**src/hw/rtl/linear_queue_with_search_assert.svh**
```systemverilog
// assertion macros shared by the linear queue with search rtl
`ifndef LINEAR_QUEUE_WITH_SEARCH_ASSERT_SVH
`define LINEAR_QUEUE_WITH_SEARCH_ASSERT_SVH

// same-cycle implication, checked out of reset
`define LQS_ASSERT_IMP(label, ante, cons, msg) \
	label: assert property (@(posedge clk) disable iff (!arst_n) (ante) |-> (cons)) \
		else $error(msg);

// next-cycle implication, checked out of reset
`define LQS_ASSERT_NXT(label, ante, cons, msg) \
	label: assert property (@(posedge clk) disable iff (!arst_n) (ante) |=> (cons)) \
		else $error(msg);

`endif

```
**src/hw/rtl/lqs_pkg.sv**
```systemverilog
// shared types and constants for the linear queue with search
package lqs_pkg;

	localparam int unsigned VALUE_W = 32;
	localparam int unsigned OUT_CNT_W = 4;

	typedef enum logic [1:0] {
		OP_INSERT = 2'd0,
		OP_DELETE = 2'd1,
		OP_QUERY  = 2'd2,
		OP_NOP    = 2'd3
	} op_t;

	typedef enum logic [1:0] {
		STAT_DONE  = 2'd0,
		STAT_FULL  = 2'd1,
		STAT_EMPTY = 2'd2
	} status_t;

	typedef struct packed {
		op_t                       op;
		logic signed [VALUE_W-1:0] value;
	} cmd_t;

	// one command beat from the front end to the back end
	typedef struct packed {
		logic vld;
		cmd_t cmd;
	} cmd_beat_t;

endpackage

```
**src/hw/rtl/linear_queue_with_search.sv**
```systemverilog
// top level of the linear array queue with key search
//
//   port group   direction  handshake            payload
//   input beat   in         push / full          operation, value
//   result beat  out        empty / pop          status, found, occurrences, entry_count
//
// insert, delete and unused codes go from idle straight to emit in the back end; a
// query on a non-empty queue passes through scan and finish first, with one read per
// cycle of the entry store ram from head to tail during the scan.
// arst_n clears pointers, sequencer and both queues; entry store contents stay
// undefined until written. a two-slot command queue takes input beats while the
// back end works, and one result register holds a beat until it is popped.
module linear_queue_with_search #(
	parameter int unsigned DEPTH = 8
) (
	input  logic                                clk,
	input  logic                                arst_n,
	input  logic                                push,
	output logic                                full,
	input  logic [1:0]                          operation,
	input  logic signed [lqs_pkg::VALUE_W-1:0]  value,
	output logic                                empty,
	input  logic                                pop,
	output logic [1:0]                          status,
	output logic                                found,
	output logic [lqs_pkg::OUT_CNT_W-1:0]       occurrences,
	output logic [lqs_pkg::OUT_CNT_W-1:0]       entry_count
);

	import lqs_pkg::*;

	cmd_beat_t cmd_beat;
	logic      cmd_rdy;

	// accept and decode
	lqs_front u_front (
		.clk       (clk),
		.arst_n    (arst_n),
		.push      (push),
		.full      (full),
		.operation (operation),
		.value     (value),
		.cmd_out   (cmd_beat),
		.cmd_rdy   (cmd_rdy)
	);

	// execute and report
	lqs_back #(
		.DEPTH (DEPTH)
	) u_back (
		.clk         (clk),
		.arst_n      (arst_n),
		.cmd_in      (cmd_beat),
		.cmd_rdy     (cmd_rdy),
		.empty       (empty),
		.pop         (pop),
		.status      (status),
		.found       (found),
		.occurrences (occurrences),
		.entry_count (entry_count)
	);

endmodule

```
**src/hw/rtl/lqs_ram.sv**
```systemverilog
// generic single-write, single-read ram with registered read data
module lqs_ram #(
	parameter int unsigned WIDTH = 32,
	parameter int unsigned DEPTH = 8
) (
	input  logic                     clk,
	input  logic                     we,
	input  logic [$clog2(DEPTH)-1:0] waddr,
	input  logic [WIDTH-1:0]         wdata,
	input  logic [$clog2(DEPTH)-1:0] raddr,
	output logic [WIDTH-1:0]         rdata
);

	logic [WIDTH-1:0] mem_q [DEPTH];

	// write port and registered read port
	always_ff @(posedge clk) begin
		if (we) begin
			mem_q[waddr] <= wdata;
		end
		rdata <= mem_q[raddr];
	end

endmodule

```
**src/hw/rtl/lqs_front.sv**
```systemverilog
// front end: accepts input beats, decodes them and buffers two commands
module lqs_front (
	input  logic                                clk,
	input  logic                                arst_n,
	input  logic                                push,
	output logic                                full,
	input  logic [1:0]                          operation,
	input  logic signed [lqs_pkg::VALUE_W-1:0]  value,
	output lqs_pkg::cmd_beat_t                  cmd_out,
	input  logic                                cmd_rdy
);

	import lqs_pkg::*;
	`include "linear_queue_with_search_assert.svh"

	cmd_t       slot_q [2];
	logic       wr_ptr_q;
	logic       rd_ptr_q;
	logic [1:0] cnt_q;
	logic       push_acc;
	logic       pop_acc;
	cmd_t       dec_cmd;

	// decode the incoming beat into a command
	always_comb begin
		dec_cmd.op    = op_t'(operation);
		dec_cmd.value = value;
	end

	assign full     = (cnt_q == 2'd2);
	assign push_acc = push && !full;
	assign pop_acc  = cmd_rdy && (cnt_q != 2'd0);

	assign cmd_out.vld = (cnt_q != 2'd0);
	assign cmd_out.cmd = slot_q[rd_ptr_q];

	// two-slot command queue, control
	always_ff @(posedge clk or negedge arst_n) begin
		if (!arst_n) begin
			wr_ptr_q <= 1'b0;
			rd_ptr_q <= 1'b0;
			cnt_q    <= 2'd0;
		end else begin
			if (push_acc) begin
				wr_ptr_q <= !wr_ptr_q;
			end
			if (pop_acc) begin
				rd_ptr_q <= !rd_ptr_q;
			end
			if (push_acc && !pop_acc) begin
				cnt_q <= cnt_q + 2'd1;
			end else if (pop_acc && !push_acc) begin
				cnt_q <= cnt_q - 2'd1;
			end
		end
	end

	// two-slot command queue, payload
	always_ff @(posedge clk) begin
		if (push_acc) begin
			slot_q[wr_ptr_q] <= dec_cmd;
		end
	end

	`LQS_ASSERT_IMP(a_cnt_range, 1'b1, cnt_q <= 2'd2, "command queue count out of range")
	`LQS_ASSERT_NXT(a_cnt_grow, push_acc && !pop_acc, cnt_q == $past(cnt_q) + 2'd1,
		"command queue count did not grow on push")

endmodule

```
**src/hw/rtl/lqs_back.sv**
```systemverilog
// back end: executes insert, delete and query against the entry store
module lqs_back #(
	parameter int unsigned DEPTH = 8
) (
	input  logic                                clk,
	input  logic                                arst_n,
	input  lqs_pkg::cmd_beat_t                  cmd_in,
	output logic                                cmd_rdy,
	output logic                                empty,
	input  logic                                pop,
	output logic [1:0]                          status,
	output logic                                found,
	output logic [lqs_pkg::OUT_CNT_W-1:0]       occurrences,
	output logic [lqs_pkg::OUT_CNT_W-1:0]       entry_count
);

	import lqs_pkg::*;
	`include "linear_queue_with_search_assert.svh"

	localparam int unsigned IW = $clog2(DEPTH);
	localparam int unsigned CW = ($clog2(DEPTH + 1) > OUT_CNT_W) ?
		$clog2(DEPTH + 1) : OUT_CNT_W;
	localparam logic [IW-1:0] LAST = IW'(DEPTH - 1);

	typedef enum logic [1:0] {
		S_IDLE,
		S_SCAN,
		S_FINISH,
		S_EMIT
	} state_t;

	state_t                    state_q;
	logic [IW-1:0]             head_q;
	logic [IW-1:0]             tail_q;
	logic                      empty_q;
	logic [IW-1:0]             ptr_q;
	logic signed [VALUE_W-1:0] key_q;
	logic [CW-1:0]             occ_q;
	logic                      rd_vld_s1;
	status_t                   res_status_q;
	logic                      out_vld_q;
	status_t                   out_status_q;
	logic                      out_found_q;
	logic [OUT_CNT_W-1:0]      out_occ_q;
	logic [OUT_CNT_W-1:0]      out_cnt_q;

	logic                      ram_we;
	logic [IW-1:0]             ram_waddr;
	logic [VALUE_W-1:0]        ram_rdata;
	logic [CW-1:0]             live_cnt;
	logic                      hit;
	logic                      out_free;

	assign cmd_rdy = (state_q == S_IDLE);

	// entry store writes on a successful insert
	assign ram_we    = (state_q == S_IDLE) && cmd_in.vld && (cmd_in.cmd.op == OP_INSERT) &&
		(empty_q || (tail_q != LAST));
	assign ram_waddr = empty_q ? '0 : tail_q + 1'b1;

	lqs_ram #(
		.WIDTH (VALUE_W),
		.DEPTH (DEPTH)
	) u_store (
		.clk   (clk),
		.we    (ram_we),
		.waddr (ram_waddr),
		.wdata (cmd_in.cmd.value),
		.raddr (ptr_q),
		.rdata (ram_rdata)
	);

	// live entries and compare of the entry read last cycle
	assign live_cnt = empty_q ? '0 : CW'(tail_q - head_q) + 1'b1;
	assign hit      = rd_vld_s1 && (signed'(ram_rdata) == key_q);
	assign out_free = !out_vld_q || pop;

	// sequencer, queue pointers and result register
	always_ff @(posedge clk or negedge arst_n) begin
		if (!arst_n) begin
			state_q      <= S_IDLE;
			head_q       <= '0;
			tail_q       <= '0;
			empty_q      <= 1'b1;
			ptr_q        <= '0;
			key_q        <= '0;
			occ_q        <= '0;
			rd_vld_s1    <= 1'b0;
			res_status_q <= STAT_DONE;
			out_vld_q    <= 1'b0;
			out_status_q <= STAT_DONE;
			out_found_q  <= 1'b0;
			out_occ_q    <= '0;
			out_cnt_q    <= '0;
		end else begin
			rd_vld_s1 <= (state_q == S_SCAN);
			if (hit) begin
				occ_q <= occ_q + 1'b1;
			end
			if (pop && (state_q != S_EMIT)) begin
				out_vld_q <= 1'b0;
			end
			case (state_q)
				S_IDLE: begin
					if (cmd_in.vld) begin
						res_status_q <= STAT_DONE;
						occ_q        <= '0;
						state_q      <= S_EMIT;
						case (cmd_in.cmd.op)
							OP_INSERT: begin
								if (empty_q) begin
									head_q  <= '0;
									tail_q  <= '0;
									empty_q <= 1'b0;
								end else if (tail_q == LAST) begin
									res_status_q <= STAT_FULL;
								end else begin
									tail_q <= tail_q + 1'b1;
								end
							end
							OP_DELETE: begin
								if (empty_q) begin
									res_status_q <= STAT_EMPTY;
								end else if (head_q == tail_q) begin
									head_q  <= '0;
									tail_q  <= '0;
									empty_q <= 1'b1;
								end else begin
									head_q <= head_q + 1'b1;
								end
							end
							OP_QUERY: begin
								if (empty_q) begin
									res_status_q <= STAT_EMPTY;
								end else begin
									key_q   <= cmd_in.cmd.value;
									ptr_q   <= head_q;
									state_q <= S_SCAN;
								end
							end
							default: begin
								res_status_q <= STAT_DONE;
							end
						endcase
					end
				end
				S_SCAN: begin
					// one read per cycle from head to tail
					if (ptr_q == tail_q) begin
						state_q <= S_FINISH;
					end else begin
						ptr_q <= ptr_q + 1'b1;
					end
				end
				S_FINISH: begin
					// last compare lands this cycle
					state_q <= S_EMIT;
				end
				S_EMIT: begin
					if (out_free) begin
						out_vld_q    <= 1'b1;
						out_status_q <= res_status_q;
						out_found_q  <= (occ_q != '0);
						out_occ_q    <= occ_q[OUT_CNT_W-1:0];
						out_cnt_q    <= live_cnt[OUT_CNT_W-1:0];
						state_q      <= S_IDLE;
					end else if (pop) begin
						out_vld_q <= 1'b0;
					end
				end
				default: begin
					state_q <= S_IDLE;
				end
			endcase
		end
	end

	assign empty       = !out_vld_q;
	assign status      = out_status_q;
	assign found       = out_found_q;
	assign occurrences = out_occ_q;
	assign entry_count = out_cnt_q;

	`LQS_ASSERT_IMP(a_empty_ptrs, empty_q, head_q == '0 && tail_q == '0,
		"empty queue with pointers off slot zero")
	`LQS_ASSERT_IMP(a_head_le_tail, 1'b1, head_q <= tail_q, "head ran past tail")
	`LQS_ASSERT_IMP(a_occ_bound, state_q == S_EMIT, occ_q <= live_cnt,
		"match count exceeds live entries")
	`LQS_ASSERT_NXT(a_finish_emit, state_q == S_FINISH, state_q == S_EMIT,
		"scan did not close into result")

endmodule
```
**config.mk**
```make
export PLATFORM = sky130hd
export DESIGN_NAME = linear_queue_with_search
export DESIGN_NICKNAME = d
export VERILOG_FILES = /design/src/hw/rtl/lqs_pkg.sv /design/src/hw/rtl/linear_queue_with_search.sv /design/src/hw/rtl/lqs_ram.sv /design/src/hw/rtl/lqs_front.sv /design/src/hw/rtl/lqs_back.sv
export VERILOG_INCLUDE_DIRS = /design/src /design/src/hw/rtl
export SDC_FILE = /design/constraint.sdc
export NUM_CORES = 1
export LEC_CHECK = 0
export ABC_AREA = 1
export BUFFER_PORTS_ARGS = -buffer_cell sky130_fd_sc_hd__buf_2
export CORE_AREA = 3 3 250 252
export DETAILED_ROUTE_END_ITERATION = 12
export DIE_AREA = 0 0 253 255
export MAX_ROUTING_LAYER = met4
export PLACE_DENSITY = 0.41
export SLEW_MARGIN = 20
export SYNTH_ARGS = -nofsm -noshare
export SYNTH_HDL_FRONTEND = slang
export SYNTH_HIERARCHICAL = 1
export SYNTH_SLANG_ARGS = --single-unit
```
**constraint.sdc**
```tcl
create_clock -name clk -period 7.1 [get_ports clk]
set_clock_uncertainty 0.2 [all_clocks]
set_input_delay 1.065 -clock clk [delete_from_list [all_inputs] [get_ports clk]]
set_output_delay 1.065 -clock clk [all_outputs]
set_load 0.005 [all_outputs]
```
After elaboration in Yosys (flattened, before gate mapping)
Memory sizes are Yosys's and may differ from the RTL's. A register that Yosys moved wholly into a read port is not among the register bits.
Index checks and enable logic that the tools add are counted.
{"block": "op_classes", "n_addsub": 8, "eq_ne": 22, "muxes": 42, "bitwise": 1, "reduce_logical": 32}
{"cell": "two-way mux 3 bit", "n": 12}
{"cell": "== test 32 bit", "n": 1}
{"cell": "two-way mux 2 bit", "n": 9}
{"cell": "one-hot mux 3 bit (2 select lines)", "n": 3}
{"cell": "two-way mux 4 bit", "n": 4}
{"cell": "two-way mux 1 bit", "n": 11}
{"cell": "!= test 2 x 1 -> 1 bit, second input constant", "n": 5}
{"cell": "!= test 2 bit, second input constant", "n": 5}
{"cell": "AND reduction 5 bit", "n": 2}
{"cell": "adder 3 x 1 -> 3 bit, second input constant", "n": 3}
{"cell": "adder 4 x 1 -> 4 bit, second input constant", "n": 2}
{"cell": "== test 2 bit, second input constant", "n": 4}
{"cell": "logical AND 1 bit", "n": 8}
{"cell": "one-hot mux 2 bit (4 select lines)", "n": 1}
{"cell": "nonzero test 2 bit", "n": 4}
{"cell": "== test 3 bit", "n": 2}
{"cell": "logical NOT 1 bit", "n": 6}
{"cell": "AND reduction 3 bit", "n": 2}
{"cell": "AND reduction 6 bit", "n": 1}
{"cell": "== test 2 x 1 -> 1 bit, second input constant", "n": 2}
{"cell": "logical NOT 2 bit", "n": 2}
{"cell": "one-hot mux 2 bit (2 select lines)", "n": 1}
{"cell": "AND reduction 2 bit", "n": 2}
{"cell": "AND reduction 4 bit", "n": 1}
{"cell": "other kinds (11)", "n": 12}
{"block": "totals", "regBits": 67, "ram_bits": 324, "inputBits": 38, "output_inout_bits": 13, "n_memories": 2}
{"name": "u_back.u_store.mem_q", "depth": 8, "word_bits": 32, "rd": 1, "rd_clocked_by_memory_dff": 1, "write_ports": 1, "line": "lqs_ram.sv:14", "rtl": "logic [WIDTH-1:0] mem_q [DEPTH];"}
{"name": "u_front.slot_q", "depth": 2, "word_bits": 34, "rd": 1, "rd_clocked_by_memory_dff": 0, "write_ports": 1, "line": "lqs_front.sv:16", "rtl": "cmd_t slot_q [2];"}

Depth between registers and ports, before layout
Gate-level depths: netlist (run 1).
{"block": "logic_depth", "word_depth": 7, "ltp_mapped": 14, "depth_no_buf": 12}

Modules after synthesis
The synthesis (run 1) kept the hierarchy.
{"module": "lqs_ram", "n_inst": 1, "cells_per_inst": 1156, "area_per_inst_um2": 11872.6, "seq_area_each_um2": 8328.0}
{"module": "lqs_back", "n_inst": 1, "cells_per_inst": 393, "area_per_inst_um2": 3477.1, "seq_area_each_um2": 1577.8}
{"module": "lqs_front", "n_inst": 1, "cells_per_inst": 209, "area_per_inst_um2": 2775.2, "seq_area_each_um2": 2142.1}

Worst setup path before layout (run 1)
No wires, ideal clock.
{"block": "synth_path", "path_type": "register to register", "start": "register u_front.rd_ptr_q", "end": "memory u_back.u_store.mem_q[1][0], enable pin", "setup_ns": 0.421, "t_arrival_ns": 2.686, "required_ns": 6.479, "slack_ns": 3.793, "path_stages_with_launch": 12, "path_cell_list": "dfrtp_1 buf_6 inv_8 buf_8 nand2_2 nand2_1 inv_1 ha_1 nand2_1 nor2_1 nand2_1 nor2_1"}
{"item": "start: declaration", "line": "lqs_front.sv:18", "rtl": "logic rd_ptr_q;"}
{"item": "start signal: assignment", "line": "lqs_front.sv:48", "rtl": "rd_ptr_q <= !rd_ptr_q;"}
{"item": "end: declaration", "line": "lqs_ram.sv:14"}

==> results of run 1 <==
-- layer usage --
layer	vias up	part of all wire [%]	track usage (%)
met5	-	0	-
met4	0	1.8	3.477
met3	57	3.1	2.134
met2	129	47	22.27
met1	5301	48	18.06
li1	5630	-	-
-- layout make-up --
class	count	area (um2)
sequential	423	12050
multi-input combinational	943	4467
fill	6119	39770
timing repair buffer	68	391.6
clock buffer	77	1401
clock inverter	10	42.54
inverter	330	1249
tap	782	978.4
-- metrics by stage --
step                cell area (um2)  utilization, %  setup WS [ns]  hold WS, ns
finish                        20580           34.10          3.553       0.2356
global route                  20580           34.10          3.237       0.2489
CTS                           20580           34.10          3.450       0.2221
detailed placement            19140           31.70          3.466       0.2615
global placement              19140           31.70          3.512       0.2595
floorplan                     18120               -          3.793       0.2417
-- flip-flops by register name, indices dropped and copies added (netlist names) --
signal / count
u_back/entry_count: 4
u_back/out_vld_q: 1
u_back/key_q: 32
u_front/rd_ptr_q: 1
u_back/res_status_q: 2
u_back/head_q: 3
u_back/status: 2
u_back/state_q: 2
u_back/empty_q: 1
u_back/u_store/rdata: 32
u_back/found: 1
u_back/rd_vld_s1: 1
u_back/tail_q: 3
u_front/wr_ptr_q: 1
u_back/occurrences: 4
u_back/u_store/mem_q: 256
u_front/slot_q: 68
u_front/cnt_q: 2
u_back/ptr_q: 3
u_back/occ_q: 4
-- final timing paths --
path,slack [ns],cells past startpoint,from,to
max,3.55,11,u_front/rd_ptr_q,u_back/u_store/mem_q[4][23]
min,0.24,1,arst_n,u_back/status[0]
max reg2reg,3.55,11,u_front/rd_ptr_q,u_back/u_store/mem_q[4][23]
min reg2reg,0.27,2,u_front/cnt_q[1],u_front/cnt_q[1]
max in group asynchronous,5.42,2,arst_n,u_back/key_q[15]
min in group clk,0.27,2,u_front/cnt_q[1],u_front/cnt_q[1]
-- worst max-delay path: stages, from the launching register on --
cell,delay [ns]
dfrtp_2,0.33
buf_4,0.47
inv_8,0.24
nand2_2,0.10
nand2_1,0.09
inv_1,0.09
ha_1,0.21
nand2_1,0.08
nor2_1,0.13
nand2_1,0.25
nor2_4,0.57
buf_4,0.39
-- cell families after synthesis --
| logic type | Yosys count | synth area share, % |
|---|---|---|
| xor+xnor | 27 | 1.305 |
| flops | 423 | 66.47 |
| simple gates | 831 | 18.80 |
| mux | 24 | 1.477 |
| compound gates | 41 | 1.263 |
| buf+inv | 392 | 9.257 |
| fa+ha+maj | 20 | 1.422 |
-- power groups by stage --
stage | clock network, W | registers, W | logic, W
6_report | 0.00228 | 0.00355 | 0.00239
5_1_grt | 0.00247 | 0.00359 | 0.00276
4_1_cts | 0.00237 | 0.00355 | 0.00247
3_5_place_dp | 0 | 0.00360 | 0.00246
3_3_place_gp | 0 | 0.00360 | 0.00245
2_1_floorplan | 0 | 0.00352 | 0.00178
-- placed cells by master, fill, tap and decap left out, drive strengths merged --
master	instances
mux2i	2
inv	328
fa	1
nand3	144
or2	1
mux2	22
a31oi	1
edfxtp	324
clkbuf	77
o211ai	1
dfrtp	66
nor2	52
buf	68
nand4	5
o21ai	20
dfstp	1
clkinv	12
nand2	627
ha	19
nor3	2
o31ai	2
dfxtp	32
a21oi	17
xnor2	27
==> run_results.csv, run 1 <==
group,metric,value,unit
timing,finalSetupViolCount,0,
cts,clock_latency,0.57,ns
cts,root_buffer,"clkbuf_16",
logic_synthesis,synth_top_area_share,53.68,%
timing,period_needed,3.547,ns
placement,dp_hpwl,23610,um
power,p_sw_share,34.65,%
power,combPwrFrac,29.1,%
logic_synthesis,yosysSeqAreaShare,66.47,%
drt,ant_nets,0,
placement,port_buffers,50,
power,p_int,0.005367,W
timing,slew_headroom,31.36,%
power,leakage,9.155,nW
drt,drc_errors,0,
floorplanning,io_pins,51,
power,power,0.008212,W
global_route,grt_use_total,13.71,%
logic_synthesis,syn_nets,1816,
critical_path,arrival,3.59,ns
run_status,status,"finished, final reports clean",
timing,hold_violations,0,
finish,diodes,0,
timing,timing.fmax,281.9,MHz
cts,cts_buffers,48,
floorplanning,coreArea,60360,um2
power,seqPwrFrac,43.2,%
critical_path,worstPathMaxFanout,36,
power,vdd_drop_max,0.2631,mV
placement,placed_cells,2546,
critical_path,worstSetupEndpointType,"flip-flop",
logic_synthesis,synth_cells,1758,
timing,rsz0062_at_grt,"false",
floorplanning,row_count,90,
logic_synthesis,yosysWarningCount,6,
cts,ctsHtreeMaxLevel,2,
floorplanning,die-area,64520,um2
drt,avgRoutedWirePerCell,16.07,um
logic_synthesis,yosysMostFrequentCell,"nand2_1",
drt,wirelength,42300,um
run,drv_cap,0,
cts,cts_tree,"built",
logic_synthesis,yosysTopAreaCell,"edfxtp_1",
finish,area.growth.synth_to_final,13.56,%
global_route,grt_pass1_wl,65030,um
power,powerDensity,398.9,nW/um2
placement,gp_congestion,0.7410,
logic_synthesis,synth_edf_count,324,
cts,clock_sinks,423,
global_route,grt_max_degree,91,
cts,holdBufCountCts,0,
logic_synthesis,syn_area,18120,um2
critical_path,start_kind,"flip-flop",
timing,timing.final.crit_share,49.96,%
cts,clockBufferDepth,3,
logic_synthesis,synth.avg_cell_area,10.31,um2
floorplanning,die_h,255,um
power,switchingPower,0.002845,W
timing,drv_slew,0,
logic_synthesis,synth_seq_cells,423,
critical_path,cp.required,7.14,ns
global_route,grt_pass1_vias,11030,
cts,clk_pin_slew,0.06,ns
drt,via_count,11120,
logic_synthesis,async_flop_share,15.84,%
timing,tightest_slew,1.028,ns
drt,firstDrtPassIters,5,
finish,final_nets,1872,
finish,final_cell_count_no_fill,2633,
cts,cts_resized,0,
power,pwr-share-clk,27.7,%
floorplanning,start_util,30.03,%
global_route,grt_remaining_overflow,0,
drt,drt-vias-per-instance,4.222,
logic_synthesis,yosys-top-cells-count,"nand2_1 (612), edfxtp_1 (324), inv_1 (322)",
critical_path,crit_type,"flip-flop to flip-flop",
global_route,antenna_found_initial,0,
finish,drive_above_1_share,10.53,%
cts,postCtsSetupBuffers,0,
floorplanning,fp.dieW,253,um
min_path,hold_class,"primary input to asynchronous set/reset pin",
logic_synthesis,synth_ff_type,"edfxtp_1",
drt,drt_first_iter_violations,507,
logic_synthesis,synth_top_cells_by_area,"edfxtp_1 (54%), nand2_1 (13%), dfrtp_1 (9.1%)",
logic_synthesis,synth.distinct_cells,39,
timing,tns,0,ns
No activity file was read; power rests on OpenSTA's default activity.
==> run 2: changes to the inputs <==
--- a/config.mk
+++ b/config.mk
@@ -6,11 +6,11 @@
 export SDC_FILE = /design/constraint.sdc
 export NUM_CORES = 1
 export LEC_CHECK = 0
-export ABC_AREA = 1
+export ABC_AREA = 0
 export BUFFER_PORTS_ARGS = -buffer_cell sky130_fd_sc_hd__buf_2
-export CORE_AREA = 3 3 250 252
+export CORE_AREA = 3 3 240 242
 export DETAILED_ROUTE_END_ITERATION = 12
-export DIE_AREA = 0 0 253 255
+export DIE_AREA = 0 0 243 245
 export MAX_ROUTING_LAYER = met4
 export PLACE_DENSITY = 0.41
 export SLEW_MARGIN = 20
==> constraint.sdc (replaced) <==
create_clock -name clk -period 3.5 [get_ports clk]
set_clock_uncertainty 0.2 [all_clocks]
set_input_delay 0.525 -clock clk [delete_from_list [all_inputs] [get_ports clk]]
set_output_delay 0.525 -clock clk [all_outputs]
set_load 0.005 [all_outputs]
==> run 2 against run 1 <==
  * Via count decreased by 30%
  * Sequential power increased by 96%
  * Global-route usage decreased by 0.96 points
  * Total power increased by 90%
  * Utilization increased by 1.7 points
  * Clock power increased by 110%
  * Final area decreased by 3.8%
  * Critical endpoint is now u_back/u_store/mem_q[2][19]
==> run_results.csv, run 2 <==
group,metric,value,unit
run_status,status,"finished, final reports clean",
drt,wirelength,36090,um
logic_synthesis,synth_cells,835,
floorplanning,io_pins,51,
finish,final_common_cell,"edfxtp_1",
timing,finalSetupViolCount,0,
drt,avgRoutedWirePerCell,20.61,um
cts,clock_latency,0.58,ns
finish,largest_register_ffs,256,
logic_synthesis,yosysWarningCount,6,
logic_synthesis,synth_top_cells_by_area,"edfxtp_1 (58%), dfrtp_1 (9.9%), mux4_1 (6.3%)",
run,drv_cap,0,
critical_path,worstSetupEndpointType,"flip-flop",
global_route,use_met2,21.07,%
placement,port_buffers,50,
drt,drt_first_iter_violations,370,
placement,placed_area,17950,um2
global_route,grt_pass1_wl,54880,um
global_route,antenna_found_initial,0,
cts,clockBufferDepth,3,
finish,final_cell_count_no_fill,1751,
logic_synthesis,synth_ff_type,"edfxtp_1",
finish,final_nets,1020,
finish,top_regs,"u_back/u_store/mem_q: 256 flops, u_front/slot_q: 68 flops",
cts,cts_tree,"built",
logic_synthesis,yosysMostFrequentCell,"edfxtp_1",
logic_synthesis,synth_top_area_share,58.49,%
timing,tightest_slew,0.7085,ns
floorplanning,row_count,86,
placement,placed_cells,1624,
floorplanning,die_h,245,um
floorplanning,fp.dieW,243,um
global_route,grt_pass1_vias,8514,
timing,tns,0,ns
global_route,grt_use_total,12.75,%
finish,area.growth.synth_to_final,19.07,%
logic_synthesis,syn_area,16630,um2
min_path,hold_class,"primary input to flip-flop",
timing,timing.final.crit_share,80.94,%
cts,clk_pin_slew,0.05,ns
power,power,0.01564,W
power,leakage,6.985,nW
critical_path,crit_type,"flip-flop to flip-flop",
cts,clock_sinks,423,
floorplanning,die-area,59540,um2
finish,mostFrequentLayoutCells,"edfxtp_1 (324), mux2_2 (76), dfrtp_1 (62)",
timing,rsz0062_at_grt,"false",
critical_path,worstPathMaxFanout,22,
finish,drive_above_1_share,28.91,%
drt,ant_nets,0,
critical_path,start_kind,"flip-flop",
timing,hold_violations,0,
finish,diodes,0,
finish,design_area,19810,um2
global_route,grt_max_degree,42,
finish,top_register,"u_back/u_store/mem_q",
placement,gp_congestion,0.7029,
global_route,grt.met3_usage,1.966,%
placement,dp_hpwl,21760,um
critical_path,arrival,2.86,ns
global_route,gr-max-usage-layer,"met2",
logic_synthesis,yosysTopAreaCell,"edfxtp_1",
timing,drv_slew,0,
timing,period_needed,2.833,ns
floorplanning,start_util,30.07,%
cts,cts_buffers,49,
critical_path,cp.required,3.52,ns
logic_synthesis,synth_edf_count,324,
power,powerDensity,789.5,nW/um2
timing,slew_headroom,52.65,%
drt,firstDrtPassIters,5,
logic_synthesis,async_flop_share,15.84,%
logic_synthesis,yosysSeqAreaShare,72.43,%
timing,timing.fmax,353.0,MHz
logic_synthesis,synth.avg_cell_area,19.92,um2
logic_synthesis,synth_seq_cells,423,
global_route,grt_remaining_overflow,0,
cts,cts_resized,0,
logic_synthesis,syn_nets,893,
cts,ctsHtreeMaxLevel,2,
drt,drt-vias-per-instance,4.417,
cts,root_buffer,"clkbuf_16",
finish,fillers,5227,
global_route,gr-usage-met1,16.32,%
logic_synthesis,synth.distinct_cells,50,
drt,drc_errors,0,
logic_synthesis,yosys-top-cells-count,"edfxtp_1 (324), mux2_2 (76), dfrtp_1 (66)",
floorplanning,coreArea,55310,um2
power,vdd_drop_max,0.4355,mV
drt,via_count,7734,
==> run 2: what timing repair did <==
item / 4_1_cts / 5_1_grt
buffers inserted: 0 / 0
hold endpoints to repair: 105 / 0
hold buffers: 35 / 0
setup endpoints to repair: 0 / 0
==> run 2: path summary, 6_finish.rpt <==
check | to | from | slack, ns | cells after the start
worst min-delay path | u_back/out_vld_q | pop | 0.06 | 3
worst max-delay path | u_back/u_store/mem_q[2][19] | u_back/state_q[0] | 0.67 | 7
worst min register to register | u_back/found | u_back/found | 0.27 | 1
worst max register to register | u_back/u_store/mem_q[2][19] | u_back/state_q[0] | 0.67 | 7
min in group asynchronous | u_back/key_q[12] | arst_n | 0.35 | 2
max in group asynchronous | u_back/empty_q | arst_n | 2.06 | 3
==> run 2: cells by family after synthesis <==
family	after synthesis	synth area share, %
AO/OA/AOI/OAI	29	1.068
XOR/XNOR	41	2.159
adder cells (fa/ha/maj)	20	1.550
buffers and inverters	49	1.978
flip-flops	423	72.43
multiplexers	176	17.76
AND/OR/NAND/NOR	97	3.054
==> run 2: layer usage <==
| metal | routed length, um | share of wire [%] |
|---|---|---|
| met5 | 0 | 0 |
| met4 | 685 | 1.9 |
| met3 | 1014 | 2.8 |
| met2 | 17760 | 49 |
| met1 | 16630 | 46 |
==> run 2: power by group <==
part | switching, W | total (W) | internal (W)
Clock | 0.00194 | 0.00474 | 0.00280
Combinational | 0.00220 | 0.00394 | 0.00173
Sequential | 0.000376 | 0.00696 | 0.00659
Total | 0.00452 | 0.0156 | 0.0111
==> run 2: cell type report <==
cell class,instances,area (um2),share of cell area [%]
sequential,423,12060,60.87
multi-input combinational,363,4333,21.88
clock buffer,83,1444,7.290
tap,748,935.9,4.726
timing repair buffer,107,905.9,4.574
inverter,18,67.56,0.3411
clock inverter,9,63.81,0.3222
==> run 2: worst max-delay path, cell delays in order, from the launching register on <==
cell,delay (ns)
dfrtp_1,0.39
inv_1,0.12
ha_1,0.34
nand2_1,0.32
nor2_1,0.28
nand2b_1,0.27
nor2_4,0.18
buf_4,0.37
==> run 2: through the flow <==
stage	util (%)	hold WS (ns)	setup WS (ns)
2_1_floorplan	-	0.02941	-0.05427
3_3_place_gp	32.45	0.2590	0.6811
3_5_place_dp	32.45	0.2610	0.6458
4_1_cts	35.81	0.02795	0.6296
5_1_grt	35.81	0.06919	0.4240
6_report	35.81	0.06050	0.6672
==> run 3: changes to the inputs <==
==> constraint.sdc (replaced) <==
create_clock -name clk -period 2.65 [get_ports clk]
set_clock_uncertainty 0.2 [all_clocks]
set_input_delay 0.3975 -clock clk [delete_from_list [all_inputs] [get_ports clk]]
set_output_delay 0.3975 -clock clk [all_outputs]
set_load 0.005 [all_outputs]
==> run 3 against run 2 <==
  * Clock power grew 35%
  * First-iteration DRC count grew 7.0%
  * Sequential cell count is the same
  * Sequential power grew 32%
  * Largest cell class unchanged
  * Final cell count grew 1.2%
  * Critical endpoint is now u_back/u_store/mem_q[1][6]
  * Total power grew 35%
  * Die area is the same
  * Final area grew 1.4%
==> run_results.csv, run 3 (synthesis gave the netlist of run 2 again) <==
group,metric,value,unit
finish,fillers,5205,
critical_path,path_cells,"mux2_2 > inv_1 > ha_4 > nand2_4 > nor2_4 > nand2b_4 > nor2_4 > buf_4",
finish,final_common_cell,"edfxtp_1",
finish,final_cell_count_no_fill,1772,
finish,top_register,"u_back/u_store/mem_q",
critical_path,crit_type,"flip-flop to flip-flop",
timing,drv_slew,0,
placement,dp_hpwl,22860,um
cts,clock_latency,0.57,ns
global_route,grt_use_total,13.11,%
global_route,antenna_found_initial,0,
drt,via_count,7842,
critical_path,crit_path_top_delay_cell,"buf_4",
critical_path,arrival,2.53,ns
timing,slew_headroom,59.75,%
floorplanning,row_count,86,
cts,root_buffer,"clkbuf_16",
finish,top_regs,"u_back/u_store/mem_q: 256 flops, u_front/slot_q: 68 flops",
drt,drt_first_iter_violations,396,
floorplanning,die_h,245,um
global_route,grt_max_degree,53,
timing,timing.final.crit_share,94.85,%
placement,placed_cells,1645,
drt,drc_errors,0,
placement,gp_congestion,0.7042,
drt,wirelength,36940,um
timing,finalSetupViolCount,0,
finish,largest_register_ffs,256,
critical_path,critPathMostFrequentCell,"nor2_4",
power,vdd_drop_max,0.5558,mV
finish,area.growth.synth_to_final,20.73,%
critical_path,worstSetupEndpointType,"flip-flop",
placement,port_buffers,50,
critical_path,cp.required,2.67,ns
power,leakage,7.140,nW
global_route,grt_pass1_wl,56410,um
power,powerDensity,1049,nW/um2
timing,timing.fmax,397.9,MHz
critical_path,worst_path_largest_cell_delay,0.40,ns
run_status,status,"finished, final reports clean",
drt,drt-vias-per-instance,4.426,
floorplanning,die-area,59540,um2
cts,clockBufferDepth,3,
finish,mostFrequentLayoutCells,"edfxtp_1 (324), mux2_2 (76), dfrtp_1 (62)",
timing,tightest_slew,0.5982,ns
floorplanning,io_pins,51,
floorplanning,start_util,30.07,%
timing,hold_violations,0,
cts,ctsHtreeMaxLevel,2,
finish,final_nets,1042,
cts,cts_tree,"built",
floorplanning,coreArea,55310,um2
drt,ant_nets,0,
global_route,grt_pass1_vias,8606,
timing,rsz0062_at_grt,"true",
cts,clock_sinks,423,
critical_path,r2r_cells,8,
critical_path,worstPathMaxFanout,21,
timing,period_needed,2.514,ns
timing,tns,0,ns
min_path,hold_class,"primary input to asynchronous set/reset pin",
finish,diodes,0,
run,drv_cap,0,
drt,firstDrtPassIters,4,
cts,cts_buffers,48,
floorplanning,fp.dieW,243,um
cts,clk_pin_slew,0.06,ns
global_route,grt_remaining_overflow,0,
critical_path,start_kind,"flip-flop",
drt,avgRoutedWirePerCell,20.85,um
finish,drive_above_1_share,31.25,%
-- run 3: repair_timing --
action | 4_1_cts | 5_1_grt
setup buffers | 0 | 0
gates resized for setup | 0 | 1
hold buffers | 37 | 0
hold endpoints to repair | 102 | 0
endpoints found under the setup margin | 0 | 13
-- run 3: area by class of cell --
class / count / area [um2] / area share, %
multi-input cells: 363 / 4375 / 21.79
well taps: 748 / 935.9 / 4.660
repair buffers: 130 / 1125 / 5.601
clock inverters: 19 / 173.9 / 0.8660
inverters: 18 / 67.56 / 0.3364
clock buffers: 71 / 1349 / 6.716
flip-flops and latches: 423 / 12060 / 60.03
-- run 3: worst paths after layout --
| path | end | slack [ns] | from |
|---|---|---|---|
| worst max-delay path | u_back/u_store/mem_q[1][6] | 0.14 | u_front/rd_ptr_q |
| worst min-delay path | u_back/state_q[1] | 0.17 | arst_n |
| worst max register to register | u_back/u_store/mem_q[1][6] | 0.14 | u_front/rd_ptr_q |
| worst min register to register | u_back/res_status_q[1] | 0.27 | u_back/res_status_q[1] |
| max in group asynchronous | u_back/key_q[13] | 1.48 | arst_n |
| min in group clk | u_back/res_status_q[1] | 0.27 | u_back/res_status_q[1] |
-- run 3: power breakdown --
group / internal [W] / switching, W / total (W)
Combinational: 0.00246 / 0.00299 / 0.00545
Sequential: 0.00870 / 0.000511 / 0.00921
Clock: 0.00381 / 0.00261 / 0.00642
Total: 0.0150 / 0.00611 / 0.0211
-- run 3: through the flow --
step	utilization (%)	hold WS, ns	cell area (um2)	worst slack, ns	power (W)
detailed placement	32.88	0.2505	18180	0.06435	0.01495
global placement	32.88	0.2599	18180	0.07857	0.01495
floorplan	-	-0.09809	16750	-0.3278	0.01305
finish	36.31	0.1736	20080	0.1365	0.02107
global route	36.31	0.1979	20080	-0.002661	0.02230
CTS	36.30	0.1719	20080	0.05643	0.02157
-- run 3: worst max-delay path: cells and delay by family, from the launching register on --
family	cells	cell delay (ns)
mux	1	0.37
fa+ha+maj	1	0.19
flops	1	0.39
buf+inv	2	0.52
simple gates	4	0.48
-- run 3: layer usage --
layer / global-route usage [%] / routed length [um] / share of wire [%] / up-vias
met5: - / 0 / 0 / -
met4: 3.357 / 735 / 2.0 / 0
met3: 2.447 / 1394 / 3.8 / 55
met2: 21.03 / 17680 / 48 / 113
met1: 17.29 / 17130 / 46 / 4080
li1: - / - / - / 3594
